--- src/sv/crcisc_pkg.sv ---
package crcisc_pkg;

   localparam int unsigned WORD_W      = 32;
   localparam int unsigned BYTE_W      = 8;
   localparam int unsigned CSR_INDEX_W = 1;
   localparam int unsigned RSP_DATA_W  = 72;

   localparam logic [WORD_W-1:0] CRC_POLY   = 32'hEDB88320;
   localparam logic [WORD_W-1:0] WORD_ONES  = 32'hFFFFFFFF;

   localparam logic [CSR_INDEX_W-1:0] CSR_EXPECTED_SIZE = 1'd0;
   localparam logic [CSR_INDEX_W-1:0] CSR_EXPECTED_CRC  = 1'd1;

   typedef struct packed {
      logic [BYTE_W-1:0] data_byte;
      logic              byte_valid;
      logic              last_item;
   } item_type;

   typedef struct packed {
      logic [WORD_W-1:0] crc_value;
      logic [WORD_W-1:0] byte_total;
      logic              size_match;
      logic              crc_match;
      logic              image_good;
      logic              set_good;
   } result_type;

   // reflected crc-32, one byte, bit by bit
   function automatic logic [WORD_W-1:0] crc_absorb_byte(input logic [WORD_W-1:0] crc,
                                                          input logic [BYTE_W-1:0] data);
      logic [WORD_W-1:0] c;
      c = crc ^ {{(WORD_W-BYTE_W){1'b0}}, data};
      for (int k = 0; k < BYTE_W; k++) begin
         if (c[0]) begin
            c = (c >> 1) ^ CRC_POLY;
         end else begin
            c = c >> 1;
         end
      end
      return c;
   endfunction

endpackage

--- src/sv/crcisc_accum.sv ---
module crcisc_accum import crcisc_pkg::*; (
   input  logic              clock,
   input  logic              reset,
   input  logic              step,
   input  item_type          item,
   input  logic [WORD_W-1:0] expected_size,
   input  logic [WORD_W-1:0] expected_crc,
   output result_type        result
);

   logic [WORD_W-1:0] running_crc_ff, running_crc_in;
   logic [WORD_W-1:0] running_count_ff, running_count_in;
   logic              all_good_ff, all_good_in;

   logic [WORD_W-1:0] crc_upd;
   logic [WORD_W-1:0] count_upd;
   logic [WORD_W-1:0] final_crc;
   logic              size_ok;
   logic              crc_ok;
   logic              good;

   always_comb begin
      crc_upd   = item.byte_valid ? crc_absorb_byte(running_crc_ff, item.data_byte)
                                  : running_crc_ff;
      // count saturates at all ones
      count_upd = (item.byte_valid && (running_count_ff != WORD_ONES))
                  ? running_count_ff + WORD_W'(1) : running_count_ff;
      final_crc = crc_upd ^ WORD_ONES;
      size_ok   = (count_upd == expected_size);
      crc_ok    = (final_crc == expected_crc);
      good      = size_ok & crc_ok;

      result.crc_value  = final_crc;
      result.byte_total = count_upd;
      result.size_match = size_ok;
      result.crc_match  = crc_ok;
      result.image_good = good;
      result.set_good   = all_good_ff & good;
   end

   always_comb begin
      running_crc_in   = running_crc_ff;
      running_count_in = running_count_ff;
      all_good_in      = all_good_ff;
      if (step) begin
         if (item.last_item) begin
            running_crc_in   = WORD_ONES;
            running_count_in = '0;
            all_good_in      = all_good_ff & good;
         end else begin
            running_crc_in   = crc_upd;
            running_count_in = count_upd;
         end
      end
   end

   always_ff @(posedge clock) begin
      if (reset) begin
         running_crc_ff   <= WORD_ONES;
         running_count_ff <= '0;
         all_good_ff      <= 1'b1;
      end else begin
         running_crc_ff   <= running_crc_in;
         running_count_ff <= running_count_in;
         all_good_ff      <= all_good_in;
      end
   end

endmodule

--- src/sv/crc32_image_size_check_core.sv ---
// image size and crc-32 checker
//
// requests come in on the req_ stream, one image byte per request. req_tuser
// marks whether req_tdata carries a byte, req_tlast closes the image; a
// closing request may carry no byte, so empty images can be closed too.
// every closing request yields one response on the rsp_ stream with the
// final crc-32 (reflected, poly edb88320, preset and final xor all ones),
// the saturating byte count, size/crc/image match flags against the
// expected values in the csr_ registers, and a sticky all-good flag.
//
// a request lands in an input register; from there the byte-wide crc update
// and compares run in one pass into the output register that drives
// rsp_tvalid. one request per cycle is taken as long as the output register
// can drain.
// when rsp_tready is low the output register holds; a request still moves
// on if it does not close an image, otherwise req_tready drops until the
// response is taken.
// reset clears both stages, presets the running crc and count and sets the
// all-good flag; expected_size and expected_crc reset to zero.
module crc32_image_size_check_core import crcisc_pkg::*; (
   input  logic                   clock,
   input  logic                   reset,
   input  logic                   req_tvalid,
   output logic                   req_tready,
   input  logic [BYTE_W-1:0]      req_tdata,   // data_byte
   input  logic                   req_tuser,   // byte_valid
   input  logic                   req_tlast,   // last_item
   output logic                   rsp_tvalid,
   input  logic                   rsp_tready,
   // crc_value, byte_total, size_match, crc_match, image_good, set_good, zero pad
   output logic [RSP_DATA_W-1:0]  rsp_tdata,
   input  logic                   csr_we,
   input  logic [CSR_INDEX_W-1:0] csr_index,
   input  logic [WORD_W-1:0]      csr_wdata
);

   logic [WORD_W-1:0] expected_size_ff;
   logic [WORD_W-1:0] expected_crc_ff;

   logic       item_valid_ff, item_valid_in;
   item_type   item_ff;
   logic       rsp_valid_ff, rsp_valid_in;
   result_type rsp_result_ff;
   result_type result;

   logic req_accept;
   logic out_free;
   logic item_adv;

   always_comb begin
      out_free      = !rsp_valid_ff || rsp_tready;
      item_adv      = item_valid_ff && (!item_ff.last_item || out_free);
      req_tready    = !item_valid_ff || item_adv;
      req_accept    = req_tvalid && req_tready;
      item_valid_in = req_accept ? 1'b1 : (item_adv ? 1'b0 : item_valid_ff);
      if (item_adv && item_ff.last_item) begin
         rsp_valid_in = 1'b1;
      end else if (rsp_tready) begin
         rsp_valid_in = 1'b0;
      end else begin
         rsp_valid_in = rsp_valid_ff;
      end
   end

   crcisc_accum u_accum (
      .clock         (clock),
      .reset         (reset),
      .step          (item_adv),
      .item          (item_ff),
      .expected_size (expected_size_ff),
      .expected_crc  (expected_crc_ff),
      .result        (result)
   );

   always_ff @(posedge clock) begin
      if (reset) begin
         expected_size_ff <= '0;
         expected_crc_ff  <= '0;
      end else if (csr_we) begin
         unique case (csr_index)
            CSR_EXPECTED_SIZE: expected_size_ff <= csr_wdata;
            CSR_EXPECTED_CRC:  expected_crc_ff  <= csr_wdata;
            default: ;
         endcase
      end
   end

   always_ff @(posedge clock) begin
      if (reset) begin
         item_valid_ff <= 1'b0;
         rsp_valid_ff  <= 1'b0;
      end else begin
         item_valid_ff <= item_valid_in;
         rsp_valid_ff  <= rsp_valid_in;
      end
   end

   always_ff @(posedge clock) begin
      if (req_accept) begin
         item_ff.data_byte  <= req_tdata;
         item_ff.byte_valid <= req_tuser;
         item_ff.last_item  <= req_tlast;
      end
      if (item_adv && item_ff.last_item) begin
         rsp_result_ff <= result;
      end
   end

   assign rsp_tvalid = rsp_valid_ff;
   assign rsp_tdata  = {4'b0000,
                        rsp_result_ff.set_good,
                        rsp_result_ff.image_good,
                        rsp_result_ff.crc_match,
                        rsp_result_ff.size_match,
                        rsp_result_ff.byte_total,
                        rsp_result_ff.crc_value};

   a_reset_clears_rsp: assert property (@(posedge clock)
      $past(reset) |-> !rsp_valid_ff)
      else $error("response valid right after reset");

   a_good_flags: assert property (@(posedge clock) disable iff (reset)
      rsp_valid_ff |-> (rsp_result_ff.image_good ==
                        (rsp_result_ff.size_match && rsp_result_ff.crc_match)))
      else $error("image_good does not match size and crc flags");

   a_set_implies_image: assert property (@(posedge clock) disable iff (reset)
      (rsp_valid_ff && rsp_result_ff.set_good) |-> rsp_result_ff.image_good)
      else $error("set_good high on a bad image");

   a_open_item_moves: assert property (@(posedge clock) disable iff (reset)
      (item_valid_ff && !item_ff.last_item) |-> item_adv)
      else $error("non-closing request stuck in input register");

endmodule
--- config.mk ---
export PLATFORM = sky130hd
export DESIGN_NAME = crc32_image_size_check_core
export DESIGN_NICKNAME = d
export VERILOG_FILES = /design/src/sv/crcisc_pkg.sv /design/src/sv/crcisc_accum.sv /design/src/sv/crc32_image_size_check_core.sv
export SDC_FILE = /design/constraint.sdc
export NUM_CORES = 1
export LEC_CHECK = 0
export BUFFER_PORTS_ARGS = -buffer_cell sky130_fd_sc_hd__buf_2
export CORE_MARGIN = 4
export CORE_UTILIZATION = 54
export DETAILED_ROUTE_END_ITERATION = 16
export PLACE_DENSITY = 0.89
export SYNTH_ARGS = -nofsm -noshare
export SYNTH_HDL_FRONTEND = slang
export SYNTH_HIERARCHICAL = 1
export SYNTH_SLANG_ARGS = --single-unit
export TNS_END_PERCENT = 10
--- constraint.sdc ---
create_clock -name clock -period 3.6 [get_ports clock]
set_clock_uncertainty 0.1 [all_clocks]
set_input_delay 0.36 -clock clock [delete_from_list [all_inputs] [get_ports clock]]
set_output_delay 0.36 -clock clock [all_outputs]
set_load 0.01 [all_outputs]
==> summary.md <==
| Metric | Value |
|---|---|
| Status | `complete, no violations` |
| Clock buffer depth | `3` |
| Synth top area cells | `dfxtp_1 22%, edfxtp_1 19%, nand2_1 7.9%` |
| Slew @ Worst Pin | `approximately 1.2 ns` |
| Final setup viols | `0` |
| CP bufs+invs | `1` |
| Routing usage on met2 | `roughly half` |
| Remaining DRCs | `0` |
| Hold crit path type | `in2reg` |
| Layout cells sized above 1 | `19.8%` |
| Primary FF master, synth | `dfxtp_1` |
| Max IR drop VDD | `0.000422 V` |
| Slew HR | `between 20 and 25%` |
| CP Capture Type | `flop` |
| Power density over the cells | `around 460 nW/um^2` |
| Final worst-path cycle share | `a little over nine tenths` |
| Slowest CP cell | `or4_1` |
| Top Usage Layer GRT | `met1` |
| GRT met3 Usage | `about 7.5%` |
| Cell Count, Final, Fillers Out | `1798` |
| CP cell instances | `xnor2_2 -> buf_4 -> xnor3_1 -> mux2i_1 -> xnor2_1 -> nand3_1 -> nor4bb_1 -> nand4_1 -> or4_1 -> o21ai_1` |
| Dpl cells | `1721` |
| Die area | `~25000 um^2` |
| Final Hold Fails | `0` |
| Synth unique cells | `78` |
| CP startpoint | `item_ff[4]` |
| Synth area leader | `dfxtp_1` |
| Post-layout min period | `between 3 and 4 ns` |
| Total negative slack | `0 ns` |
| Final Wtd Congestion | `about 1.1` |
| Starting Density | `between 50% and 60%` |
| Via density | `6.24` |
| Detail Route Antenna Nets | `0` |
| Grt met1 use | `between 50% and 60%` |
| CP Class | `reg2reg` |
| Clock Latency Late Sink | `0.54 ns` |
| Synthesized cell area | `between 10000 and 15000 um^2` |
| Hold_sp | `csr_wdata[29]` |
| DR pass1 iterations | `5` |
| Post-synth EDFFs | `approximately 80` |
| Critical path depth | `10` |
| Final core utilization | `between 60% and 70%` |
| Setup bufs post-CTS | `0` |
| # rows | `54` |
| Clock tree root buffer cell | `clkbuf_16` |
| Commonest non-fill, non-tap cell in the layout | `nand2_1` |
| Die X | `roughly 160 um` |
| Syn Inst Count | `1334` |
| Synth warn | `6` |
| Initial DRC count | `approximately 1.2k` |
| Total clock sinks | `approximately 210` |
| Final net count | `around 1.6k` |
| Largest net degree at the start of global routing | `85` |
| Vias in the first global route | `between 10k and 15k` |
| CTS Buf Count | `22` |
| Register bit count reported by yosys | `209` |
| RR Startpoint | `item_ff[4]` |
| Top cell type's share of synthesized area | `a little over a fifth` |
| First-pass GRT wire length | `roughly 63 mm` |
| Antenna cell count | `0` |
| CP max stage delay | `around 0.52 ns` |
| Register area | `4970 um^2` |
| CTS tree | `done` |
| Final wirelength | `42.7 mm` |
| Syn avg cell area | `between 9 and 10 um^2` |
| R2r worst-path depth | `10` |
| Final HPWL DP | `roughly 32 mm` |
| Final Max Slew Viols | `0` |
| CORE AREA | `21900 um^2` |
| Clock transition at path regs | `approximately 0.060 ns` |
| Commonest cells after routing, fill and taps aside | `254 x nand2_1, 129 x dfxtp_1, 116 x buf_2` |
| Maxcap violations | `0` |
| Required @ worst endpoint | `3.98 ns` |
| FMAX | `293 MHz` |
| Via Count | `11.2k` |
| Crit start category | `flop` |
| Max FO, Critical Path | `4` |
| Initial antenna violation count | `2` |
| Overflow after GRT | `0` |
| IO Port Bufs | `~120` |
| Total GRT Usage | `around a third` |
| Worst EP arrival | `3.79 ns` |
| Layout Area Growth over Synthesis | `19.8%` |
| Area occupied by multi-input gates | `approximately 6500 um^2` |
| Ports | `approximately 120` |
| Drt wl/cell | `23.8 um` |
| Chip height | `157 um` |
| Hold Crit Depth | `3` |
| Sequential area share after synthesis | `between 40 and 50%` |
| Top delay family on crit path | `simple AND/OR/NAND/NOR gates` |
| FFs w/ async S/R, synth | `0%` |
| Fill count | `~1.8k` |
| H-Tree Depth | `1` |
| Leak | `around 5.7 nW` |
-- report_power, final --
part	internal (mW)	switching [mW]	total (mW)
registers	2.57	0.116	2.69
clock network	1.44	1.01	2.45
logic	0.702	0.862	1.56
-- registers in the layout (all words and copies together), names as in the netlist --
signal and cells:
expected_crc_ff 32, item_ff 10, u_accum/running_crc_ff 32, rsp_tdata 68, item_valid_ff 1, expected_size_ff 32, u_accum/running_count_ff 32, rsp_tvalid 1
u_accum/all_good_ff 1
-- area by class of cell --
cell class                 instances  share of cell area (%)
timing repair buffer             244                    11.7
multi-input combinational        997                    45.3
clock buffer                      29                    4.58
tap                              280                    2.43
sequential                       209                    34.4
inverter                          28                   0.728
clock inverter                    11                   0.841
-- cell usage after synthesis (all sizes together), types with 5 or more instances --
cell       n
a22oi     15
o22ai      6
nor4      14
mux2       5
buf       43
nor3      24
mux2i     15
a21oi    114
nand2    254
and3      14
xor3       8
nor2      95
or4        7
xor2      32
a21o      11
and2      10
dfxtp    131
and4       8
inv       28
a2bb2oi    5
xnor3     27
nor2b     10
o211ai     5
clkbuf    60
nand2b    10
or2        7
o2111ai    5
nand3     31
a31oi     11
or3        6
xnor2     83
o21ai     65
edfxtp    78
nand4     28
a211oi     7
-- worst register-to-register path: cells and delay by family (launching register included) --
kind | cells | cell delay [ns]
simple gates | 4 | 1.27
xor+xnor | 3 | 0.95
flops | 1 | 0.46
mux | 1 | 0.23
buf+inv | 1 | 0.21
compound gates | 1 | 0.13
-- routing by layer --
metal  share of wire, %  vias to the layer above
met1                 43                     5348
li1                   -                     5029
met4                2.2                        4
met5              0.075                        -
met2                 43                      743
met3                 13                       95
-- worst paths after layout --
kind	end	slack (ns)
max	u_accum/all_good_ff	0.19
min	expected_crc_ff[29]	0.01
max reg2reg	u_accum/all_good_ff	0.19
min reg2reg	expected_size_ff[25]	0.38
-- through the flow --
step / total power [mW] / hold slack, ns / setup slack, ns / area (um^2)
after CTS: 6.65 / 0.000697 / 0.149 / 14400
after floorplan: 3.69 / 0.336 / 0.201 / 12100
after global placement: 4.18 / 0.353 / 0.208 / 13200
final: 6.70 / 0.0122 / 0.188 / 14400
after detailed placement: 4.19 / 0.365 / 0.174 / 13200
after global routing: 6.91 / 0.00681 / -0.00434 / 14400
-- logic make-up after synthesis --
kind of cell	synth area share, %
AO/OA/AOI/OAI	15.2
XOR/XNOR	16.0
adder cells (fa/ha/maj)	0.104
buffers and inverters	5.12
flip-flops	41.2
multiplexers	1.71
other	0.0311
AND/OR/NAND/NOR	20.6
-- repair_timing --
action / in CTS / in global routing
resized for setup: 0 / 12
hold buffers: 37 / 0
endpoints found under the setup margin: 0 / 4
endpoints found under the hold margin: 49 / 0
Power figures use the tool's default switching activity.
